### config.mk
export PLATFORM = sky130hd
export DESIGN_NAME = strict_priority_four_class_queue
export DESIGN_NICKNAME = d
export VERILOG_FILES = /design/src/spq_pkg.sv /design/src/strict_priority_four_class_queue.sv /design/src/spq_ctrl.sv /design/src/spq_dp.sv
export SDC_FILE = /design/constraint.sdc
export NUM_CORES = 2
export LEC_CHECK = 0
export ABC_AREA = 1
export BUFFER_PORTS_ARGS = -buffer_cell sky130_fd_sc_hd__buf_2
export CAP_MARGIN = 5
export CORE_MARGIN = 5
export CORE_UTILIZATION = 30
export CTS_BUF_LIST = sky130_fd_sc_hd__clkbuf_4 sky130_fd_sc_hd__clkbuf_8
export DETAILED_ROUTE_END_ITERATION = 12
export GPL_TIMING_DRIVEN = 0
export SETUP_SLACK_MARGIN = 0.5
export SLEW_MARGIN = 20
export SYNTH_ARGS = -nofsm -noshare
export SYNTH_HDL_FRONTEND = slang
export SYNTH_SLANG_ARGS = --single-unit
export TNS_END_PERCENT = 30
### constraint.sdc
create_clock -name aclk -period 6.5 [get_ports aclk]
set_clock_uncertainty 0.15 [all_clocks]
set_input_delay 0.65 -clock aclk [delete_from_list [all_inputs] [get_ports aclk]]
set_output_delay 0.65 -clock aclk [all_outputs]
set_load 0.05 [all_outputs]
### src/spq_pkg.sv
// Shared constants, codes and types for the strict priority class queue.
package spq_pkg;

    localparam int QUEUE_DEPTH = 16;
    localparam int NUM_CLASSES = 4;

    localparam int CLASS_W   = 2;
    localparam int AGE_W     = 8;
    localparam int TAG_W     = 16;
    localparam int ENTRY_W   = AGE_W + TAG_W;
    localparam int PTR_W     = $clog2(QUEUE_DEPTH);
    localparam int CNT_W     = $clog2(QUEUE_DEPTH + 1);
    localparam int CIDX_W    = (NUM_CLASSES > 1) ? $clog2(NUM_CLASSES) : 1;
    localparam int MEM_DEPTH = NUM_CLASSES * QUEUE_DEPTH;
    localparam int ADDR_W    = $clog2(MEM_DEPTH);
    localparam int DATA_W    = 32;

    typedef enum logic {
        CMD_ARRIVE = 1'b0,
        CMD_SERVE  = 1'b1
    } cmd_t;

    typedef enum logic [1:0] {
        ST_ENQUEUED = 2'd0,
        ST_SERVED   = 2'd1,
        ST_DROPPED  = 2'd2,
        ST_EMPTY    = 2'd3
    } status_t;

    typedef struct packed {
        logic arrive;
        logic serve;
        logic load_serve;
    } spq_ctl_t;

endpackage

### src/strict_priority_four_class_queue.sv
// Top level of the strict priority four class queue.
//
//  port group  dir  tdata (lsb up)                       tuser
//  s_*         in   class[1:0] age[9:2] tag[25:10]       cmd[0]
//  m_*         out  class[1:0] age[9:2] tag[25:10]       status[1:0]
//
//  An arrive word's result is in the output register the next cycle.
//  A serve word does the pick, pointer update and registered read of the entry
//  memory, then loads the output register in the read state.
//  Reset is synchronous on aresetn low; queues come up empty, no clearing pass.
//  A new word is taken while the output word is being accepted; a stalled
//  output word holds s_tready low.
module strict_priority_four_class_queue import spq_pkg::*; (
    input  logic              aclk,
    input  logic              aresetn,
    input  logic              s_tvalid,
    output logic              s_tready,
    input  logic [DATA_W-1:0] s_tdata,   // class[1:0], age[9:2], tag[25:10], upper bits unused
    input  logic [0:0]        s_tuser,   // cmd[0]
    output logic              m_tvalid,
    input  logic              m_tready,
    output logic [DATA_W-1:0] m_tdata,   // served_class[1:0], served_age[9:2], served_tag[25:10]
    output logic [1:0]        m_tuser    // status[1:0]
);

    spq_ctl_t           ctl;
    cmd_t               cmd;
    status_t            out_status;
    logic [CLASS_W-1:0] out_class;
    logic [AGE_W-1:0]   out_age;
    logic [TAG_W-1:0]   out_tag;

    assign cmd = cmd_t'(s_tuser[0]);

    spq_ctrl u_ctrl (
        .aclk     (aclk),
        .aresetn  (aresetn),
        .s_tvalid (s_tvalid),
        .s_tready (s_tready),
        .cmd      (cmd),
        .m_tvalid (m_tvalid),
        .m_tready (m_tready),
        .ctl      (ctl)
    );

    spq_dp u_dp (
        .aclk       (aclk),
        .aresetn    (aresetn),
        .ctl        (ctl),
        .in_class   (s_tdata[CLASS_W-1:0]),
        .in_age     (s_tdata[CLASS_W+AGE_W-1:CLASS_W]),
        .in_tag     (s_tdata[CLASS_W+AGE_W+TAG_W-1:CLASS_W+AGE_W]),
        .out_status (out_status),
        .out_class  (out_class),
        .out_age    (out_age),
        .out_tag    (out_tag)
    );

    assign m_tdata = {{(DATA_W - CLASS_W - AGE_W - TAG_W){1'b0}}, out_tag, out_age, out_class};
    assign m_tuser = out_status;

endmodule

### src/spq_ctrl.sv
// Controller: input handshake, serve read sequencing and output word valid.
module spq_ctrl import spq_pkg::*; (
    input  logic     aclk,
    input  logic     aresetn,
    input  logic     s_tvalid,
    output logic     s_tready,
    input  cmd_t     cmd,
    output logic     m_tvalid,
    input  logic     m_tready,
    output spq_ctl_t ctl
);

    typedef enum logic {
        S_IDLE,
        S_READ
    } state_t;

    state_t state_reg, state_next;
    logic   out_valid_reg, out_valid_next;
    logic   accept;

    assign s_tready = (state_reg == S_IDLE) && (!out_valid_reg || m_tready);
    assign accept   = s_tvalid && s_tready;
    assign m_tvalid = out_valid_reg;

    always_comb begin
        state_next     = state_reg;
        out_valid_next = out_valid_reg && !m_tready;
        ctl            = '0;
        case (state_reg)
            S_IDLE: begin
                if (accept) begin
                    if (cmd == CMD_ARRIVE) begin
                        ctl.arrive     = 1'b1;
                        out_valid_next = 1'b1;
                    end else begin
                        ctl.serve  = 1'b1;
                        state_next = S_READ;
                    end
                end
            end
            S_READ: begin
                ctl.load_serve = 1'b1;
                out_valid_next = 1'b1;
                state_next     = S_IDLE;
            end
            default: begin
                state_next = S_IDLE;
            end
        endcase
    end

    always_ff @(posedge aclk) begin
        if (!aresetn) begin
            state_reg     <= S_IDLE;
            out_valid_reg <= 1'b0;
        end else begin
            state_reg     <= state_next;
            out_valid_reg <= out_valid_next;
        end
    end

    a_arrive_done: assert property (@(posedge aclk) disable iff (!aresetn)
        (accept && cmd == CMD_ARRIVE) |=> (out_valid_reg && state_reg == S_IDLE))
        else $error("arrive did not produce a word");

    a_serve_read: assert property (@(posedge aclk) disable iff (!aresetn)
        (accept && cmd == CMD_SERVE) |=> (state_reg == S_READ && !out_valid_reg))
        else $error("serve did not enter read with a free output register");

    a_read_done: assert property (@(posedge aclk) disable iff (!aresetn)
        (state_reg == S_READ) |=> (out_valid_reg && state_reg == S_IDLE))
        else $error("read cycle did not load the output register");

endmodule

### src/spq_dp.sv
// Datapath: entry memory, per-class pointers and counts, priority pick, result register.
module spq_dp import spq_pkg::*; (
    input  logic               aclk,
    input  logic               aresetn,
    input  spq_ctl_t           ctl,
    input  logic [CLASS_W-1:0] in_class,
    input  logic [AGE_W-1:0]   in_age,
    input  logic [TAG_W-1:0]   in_tag,
    output status_t            out_status,
    output logic [CLASS_W-1:0] out_class,
    output logic [AGE_W-1:0]   out_age,
    output logic [TAG_W-1:0]   out_tag
);

    logic [ENTRY_W-1:0] mem [MEM_DEPTH];
    logic [ENTRY_W-1:0] rd_data_reg;

    logic [PTR_W-1:0] head_reg  [NUM_CLASSES];
    logic [PTR_W-1:0] head_next [NUM_CLASSES];
    logic [PTR_W-1:0] tail_reg  [NUM_CLASSES];
    logic [PTR_W-1:0] tail_next [NUM_CLASSES];
    logic [CNT_W-1:0] count_reg  [NUM_CLASSES];
    logic [CNT_W-1:0] count_next [NUM_CLASSES];

    logic              pick_found_reg;
    logic [CIDX_W-1:0] pick_cls_reg;

    status_t            status_reg;
    logic [CLASS_W-1:0] class_reg;
    logic [AGE_W-1:0]   age_reg;
    logic [TAG_W-1:0]   tag_reg;

    logic              class_ok;
    logic [CIDX_W-1:0] arr_idx;
    logic              arr_full;
    logic              do_write;
    logic [ADDR_W-1:0] wr_addr;
    logic              pick_found;
    logic [CIDX_W-1:0] pick_cls;
    logic [ADDR_W-1:0] rd_addr;

    function automatic logic [PTR_W-1:0] next_slot(input logic [PTR_W-1:0] p);
        next_slot = (p == PTR_W'(QUEUE_DEPTH - 1)) ? '0 : p + 1'b1;
    endfunction

    assign class_ok = (32'(in_class) < NUM_CLASSES);
    assign arr_idx  = CIDX_W'(in_class);
    assign arr_full = (count_reg[arr_idx] == CNT_W'(QUEUE_DEPTH));
    assign do_write = ctl.arrive && class_ok && !arr_full;
    assign wr_addr  = ADDR_W'(arr_idx) * ADDR_W'(QUEUE_DEPTH) + ADDR_W'(tail_reg[arr_idx]);

    // most urgent non-empty class
    always_comb begin
        pick_found = 1'b0;
        pick_cls   = '0;
        for (int c = NUM_CLASSES - 1; c >= 0; c--) begin
            if (count_reg[c] != '0) begin
                pick_found = 1'b1;
                pick_cls   = CIDX_W'(c);
            end
        end
    end

    assign rd_addr = ADDR_W'(pick_cls) * ADDR_W'(QUEUE_DEPTH) + ADDR_W'(head_reg[pick_cls]);

    always_comb begin
        for (int c = 0; c < NUM_CLASSES; c++) begin
            head_next[c]  = head_reg[c];
            tail_next[c]  = tail_reg[c];
            count_next[c] = count_reg[c];
        end
        if (do_write) begin
            tail_next[arr_idx]  = next_slot(tail_reg[arr_idx]);
            count_next[arr_idx] = count_reg[arr_idx] + 1'b1;
        end
        if (ctl.serve && pick_found) begin
            head_next[pick_cls]  = next_slot(head_reg[pick_cls]);
            count_next[pick_cls] = count_reg[pick_cls] - 1'b1;
        end
    end

    always_ff @(posedge aclk) begin
        if (!aresetn) begin
            for (int c = 0; c < NUM_CLASSES; c++) begin
                head_reg[c]  <= '0;
                tail_reg[c]  <= '0;
                count_reg[c] <= '0;
            end
        end else begin
            for (int c = 0; c < NUM_CLASSES; c++) begin
                head_reg[c]  <= head_next[c];
                tail_reg[c]  <= tail_next[c];
                count_reg[c] <= count_next[c];
            end
        end
    end

    always_ff @(posedge aclk) begin
        if (do_write) begin
            mem[wr_addr] <= {in_age, in_tag};
        end
        if (ctl.serve) begin
            rd_data_reg <= mem[rd_addr];
        end
    end

    always_ff @(posedge aclk) begin
        if (ctl.serve) begin
            pick_found_reg <= pick_found;
            pick_cls_reg   <= pick_cls;
        end
        if (ctl.arrive) begin
            status_reg <= do_write ? ST_ENQUEUED : ST_DROPPED;
            class_reg  <= '0;
            age_reg    <= '0;
            tag_reg    <= '0;
        end else if (ctl.load_serve) begin
            if (pick_found_reg) begin
                status_reg <= ST_SERVED;
                class_reg  <= CLASS_W'(pick_cls_reg);
                age_reg    <= rd_data_reg[ENTRY_W-1:TAG_W];
                tag_reg    <= rd_data_reg[TAG_W-1:0];
            end else begin
                status_reg <= ST_EMPTY;
                class_reg  <= '0;
                age_reg    <= '0;
                tag_reg    <= '0;
            end
        end
    end

    assign out_status = status_reg;
    assign out_class  = class_reg;
    assign out_age    = age_reg;
    assign out_tag    = tag_reg;

endmodule
=== After elaboration in Yosys (flattened, before gate mapping) ===
Memory sizes are Yosys's and may differ from the RTL's. A register that Yosys moved wholly into a read port is not among the register bits.
Cells that the tools add are included.

* Register bits after elaboration: 33
* Latch bits: 0
* RAM bits: 1588
* Memory bits (read-only): 0
* Input bits: 37
* Output and inout bits: 36
* Logic and storage cells: 115
* Memories kept: 4

* Add/subtract/negate cells: 6
* $mul: 0
* Div/mod/pow operators: 0
* Order comparisons: 4
* Equality and inequality tests: 3
* Shift-type cells: 0
* Muxes and demuxes: 59
* Bitwise operators: 15
* Reductions and logical operators: 16

{| class="wikitable"
|+ Memory list
! name !! depth !! width !! rd ports !! clocked after memory_dff !! write ports !! line !! RTL
|-
| u_dp.mem || 64 || 24 || 1 || 1 || 1 || spq_dp.sv:15 || <nowiki>logic [ENTRY_W-1:0] mem [MEM_DEPTH];</nowiki>
|-
| u_dp.count_reg || 4 || 5 || 6 || 0 || 4 || spq_dp.sv:22 || <nowiki>logic [CNT_W-1:0] count_reg [NUM_CLASSES];</nowiki>
|-
| u_dp.head_reg || 4 || 4 || 5 || 0 || 4 || spq_dp.sv:18 || <nowiki>logic [PTR_W-1:0] head_reg [NUM_CLASSES];</nowiki>
|-
| u_dp.tail_reg || 4 || 4 || 5 || 0 || 4 || spq_dp.sv:20 || <nowiki>logic [PTR_W-1:0] tail_reg [NUM_CLASSES];</nowiki>
|}

{| class="wikitable"
|+ Operators by type and width
! cell !! count
|-
| $mux W16 || 3
|-
| $mux W4 || 12
|-
| $bwmux W20 || 2
|-
| $mux W20 || 2
|-
| $bwmux W16 || 2
|-
| $mux W5 || 6
|-
| $mux W2 || 11
|-
| $demux W5 S2 || 2
|-
| $reduce_bool A5 Y1 || 4
|-
| $demux W4 S2 || 2
|-
| $mux W1 || 14
|-
| $add A6 B4 Y6 || 2
|-
| $or A1 B1 Y1 || 12
|-
| $add A4 B1 Y4 const B || 2
|-
| $eq A4 B4 Y1 const B || 2
|-
| $mux W8 || 1
|-
| $logic_and A1 B1 Y1 || 7
|-
| $ge A3 B3 Y1 const B || 2
|-
| $lt A3 B1 Y1 const B || 2
|-
| $not A2 Y3 || 2
|-
| $add A5 B1 Y5 const B || 1
|-
| $eq A5 B5 Y1 const B || 1
|-
| $sub A5 B1 Y5 const B || 1
|-
| $pmux W1 S2 || 2
|-
| 4 further kinds || 6
|}

=== Depth between registers and ports, before layout ===
An unclocked memory read counts as a cell.

* Depth in word-level cells: 14
* Depth in mapped cells: 20
* Depth with buffers taken out: 17

=== Cells and area by module ===
From an unflattened synthesis, not the netlist that was laid out.

* Cells, all modules: 7337
* Area total of the unflattened synthesis: 73150.2 µm²

{| class="wikitable"
|+ By module, submodules not included
! module !! instances !! cells an instance !! area each (µm²) !! sequential area each (µm²)
|-
| spq_dp || 1 || 7314 || 72982.5 || 48556.6
|-
| spq_ctrl || 1 || 16 || 118.9 || 40.0
|-
| strict_priority_four_class_queue || 1 || 7 || 48.8 || 0.0
|}

=== Worst setup path before layout ===
No wires, ideal clock.

* Path kind: in2reg
* Start: in s_tdata[0]
* End: mem u_dp.mem[24][0] (netlist bit), enable pin
* Arrival: 3.312 ns
* Data required time: 5.945 ns
* Path slack: 2.633 ns
* Stages: 12
* Buffers on the path: 1
* Path through: nor2_1 inv_1 o22ai_1 a21oi_1 o21a_1 ha_1 nand4_1 nand2_1 nor2_1 clkbuf_1 nand2_1 nor2_1

* Longest elaborated chain between the ends: 6

{| class="wikitable"
|+ RTL lines
! item !! line !! RTL
|-
| start, declared || strict_priority_four_class_queue.sv:18 || <nowiki>input logic [DATA_W-1:0] s_tdata,</nowiki>
|-
| $mem_v2 Z4 W5 || - ||
|-
| $eq A5 B5 Y1 || spq_dp.sv:48 || <nowiki>assign arr_full = (count_reg[arr_idx] == CNT_W'(QUEUE_DEPTH));</nowiki>
|-
| $logic_not A1 Y1 || spq_dp.sv:49 || <nowiki>assign do_write = ctl.arrive && class_ok && !arr_full;</nowiki>
|-
| $logic_and A1 B1 Y1 || spq_dp.sv:49 ||
|-
| $mux W1 || spq_dp.sv:99 || <nowiki>if (do_write) begin</nowiki>
|-
| $mux W1 (not written as such) || spq_dp.sv:100 || <nowiki>mem[wr_addr] <= {in_age, in_tag};</nowiki>
|-
| end, declared || spq_dp.sv:15 ||
|}

Parallel ways exist; a longest one is shown, timed or not.

==> run_results.csv <==
group,metric,value,unit
timing,final-setup-viol-count,0,
synth,synth_flop_cell,"edfxtp_1",
critical_path,reg2reg_to,"u_dp.rd_data_reg[15]",
synth,synth-edff-count,1565,
clocking,cts_tree,"built",
synth,yosysUniqueCellTypes,39,
floorplanning,num_rows,181,
place,place_congestion,0.970,
critical_path,rrSetupSlack,1650,ps
clocking,h-tree-depth,5,
clocking,clock-sinks,1645,
hold_path,hold_end,"u_dp.out_tag[5]",
synth,syn_area,72900,µm²
route,via_per_inst,4.99,
synth,synth_top_area_share,0.645,
route,drc,0,
global_route,antenna_found_initial,21,
critical_path,worstPathRequired,7000,ps
floorplanning,coreArea,243000,µm²
clocking,numCtsBuffers,288,
route,vias,53100,
floorplanning,boundaryPins,73,
clocking,clk_pin_slew_worst_paths,60,ps
critical_path,critPathArrivalTime,5350,ps
hold_path,min_from,"u_dp.out_tag[5]",
synth,synth_top_area_cell,"edfxtp_1",
timing,tightest_slew,1170,ps
status,status,"finished, final reports clean",
synth,synthArstFlopShare,0,
synth,seq_area_frac_synth,0.667,
layout,final_common_cell,"nand3_1",
synth,synthTopCellsByArea,"edfxtp_1 (64%), nand3_1 (11%), inv_1 (5.9%)",
clocking,root_buffer,"clkbuf_8",
synth,synth.avg_cell_area,10.7,µm²
synth,synthCells,6808,
timing,hold_slack,304,ps
critical_path,reg2reg_from,"u_dp.count_reg[2][2]",
global_route,grt_max_degree,53,
timing,drv_slew,0,
floorplanning,die_w,503,µm
route,routed_wl,244000,µm
critical_path,cp-end-kind,"register",
hold_path,hold_class,"reg2reg",
critical_path,start_kind,"register",
layout,largest_reg_flops,1536,
route,drtPass1Iterations,6,
clocking,clkLatencyLatePin,1060,ps
global_route,grt_overflow_total,0,
floorplanning,start_util,0.301,
floorplanning,die_y,503,µm
synth,synth.ff_latch_count,1645,
place,dp_hpwl,170000,µm
route,antenna_left,0,
timing,rsz0062_at_grt,"no",
layout,drive_above_1_share,0.115,
flow_run,max_cap_violations,0,
timing,finalCriticalPeriod,4850,ps
floorplanning,dieArea,253000,µm²
global_route,grt_pass1_vias,50900,
global_route,grt_usage,0.188,
place,port_buffers,59,
synth,ys_warn_count,0,
clocking,hold_buffers,30,
route,routedWlPerCell,22.9,µm
critical_path,path_class,"reg2reg",
layout,final_cell_mix,"nand3_1 (1,580), edfxtp_1 (1,565), inv_1 (1,144)",
clocking,post_cts_buffers,0,
critical_path,r2r_cells,18,
layout,areaGrowthSynthToFinish,16.2,%
layout,layout.nets,7290,
timing,relSlewSlack,0.218,
clocking,clk_path_buf_depth,4,
timing,post-route-period-util,0.746,
route,drtIter0Drc,6224,
timing,hold_viol,0,
hold_path,hold_depth,2,
timing,fmax,206,MHz
critical_path,cp_max_fo,10,
global_route,grt_pass1_wl,346000,µm
clocking,ctsResizeCount,0,
worst max-delay path, stage by stage (launching register included):
cell and delay, ps:
dfxtp_1 340, nor2_1 170, nand3_2 190, inv_2 130
nand2_1 60, nand2_1 70, nand2_2 70, nand2_2 240
nor2_1 120, nor3_4 740, buf_2 660, buf_2 420
nand3_1 160, nand3_1 280, nand2_1 230, nand2_1 100
nand2_1 70, inv_1 60, nand2_1 210
cells in the mapped netlist, types with 6 or more instances:
cell type / instances
edfxtp_1: 1565
o21ai_0: 49
inv_2: 6
clkbuf_1: 160
o211ai_1: 8
buf_1: 44
o22ai_1: 9
nand2_1: 1108
nor2_1: 140
nand3b_1: 553
buf_4: 19
dfxtp_1: 80
a32oi_1: 26
buf_2: 212
a21oi_1: 48
inv_1: 1144
nand3_1: 1580
final cells by class:
cell class	count	area, µm²
inverter	1154	4330
sequential	1645	48600
multi-input combinational	3579	18500
antenna	14	35.0
clock inverter	85	569
tap	3202	4010
fill	23900	158000
clock buffer	384	4780
buffer	435	1970
timing repair buffer	145	1910
logic make-up (layout without fill, tap and decap cells):
group                    Yosys count  in the layout  share of synthesized area
adder cells (fa/ha/maj)            5              5                   0.000858
AO/OA/AOI/OAI                    163            163                     0.0139
buffers and inverters           1589           2203                     0.0864
flip-flops                      1645           1645                      0.667
XOR/XNOR                           6              6                   0.000721
other                              1             20                  0.0000514
AND/OR/NAND/NOR                 3399           3399                      0.232
per-layer routing:
layer,vias up,global-route usage,wire (µm)
met5,-,0,13
met4,2,0.115,17000
met3,601,0.0404,22200
met2,2704,0.293,110000
met1,25800,0.238,95200
li1,24000,-,-
stage by stage:
| stage | util | instances | area (µm²) | worst slack [ps] | setup TNS [ps] |
|---|---|---|---|---|---|
| floorplan | - | 6813 | 72900 | 2630 | 0 |
| global placement | 0.318 | 10100 | 77200 | -69.8 | -1630 |
| detailed placement | 0.326 | 10100 | 79000 | 1450 | 0 |
| CTS | 0.349 | 10600 | 84700 | 1780 | 0 |
| global route | 0.349 | 10600 | 84700 | 1610 | 0 |
| finish | 0.349 | 10600 | 84700 | 1650 | 0 |
how the worst max path moves through the flow:
stage,startpoint,end,slack (ps),cells past startpoint
6_report,u_dp.count_reg[2][2],u_dp.rd_data_reg[15],1650,18
2_1_floorplan,s_tdata[0],u_dp.mem[24][0],2630,12
5_1_grt,u_dp.count_reg[2][2],u_dp.rd_data_reg[10],1610,18
4_1_cts,u_dp.count_reg[2][2],u_dp.rd_data_reg[15],1780,18
3_5_place_dp,s_tdata[0],u_dp.mem[25][0],1450,14
3_3_place_gp,s_tdata[0],u_dp.mem[24][1],-70,13
Power is left out: the tool's default activity adds up to more than one toggle a clock period on the data nets, which glitch-free logic cannot reach.
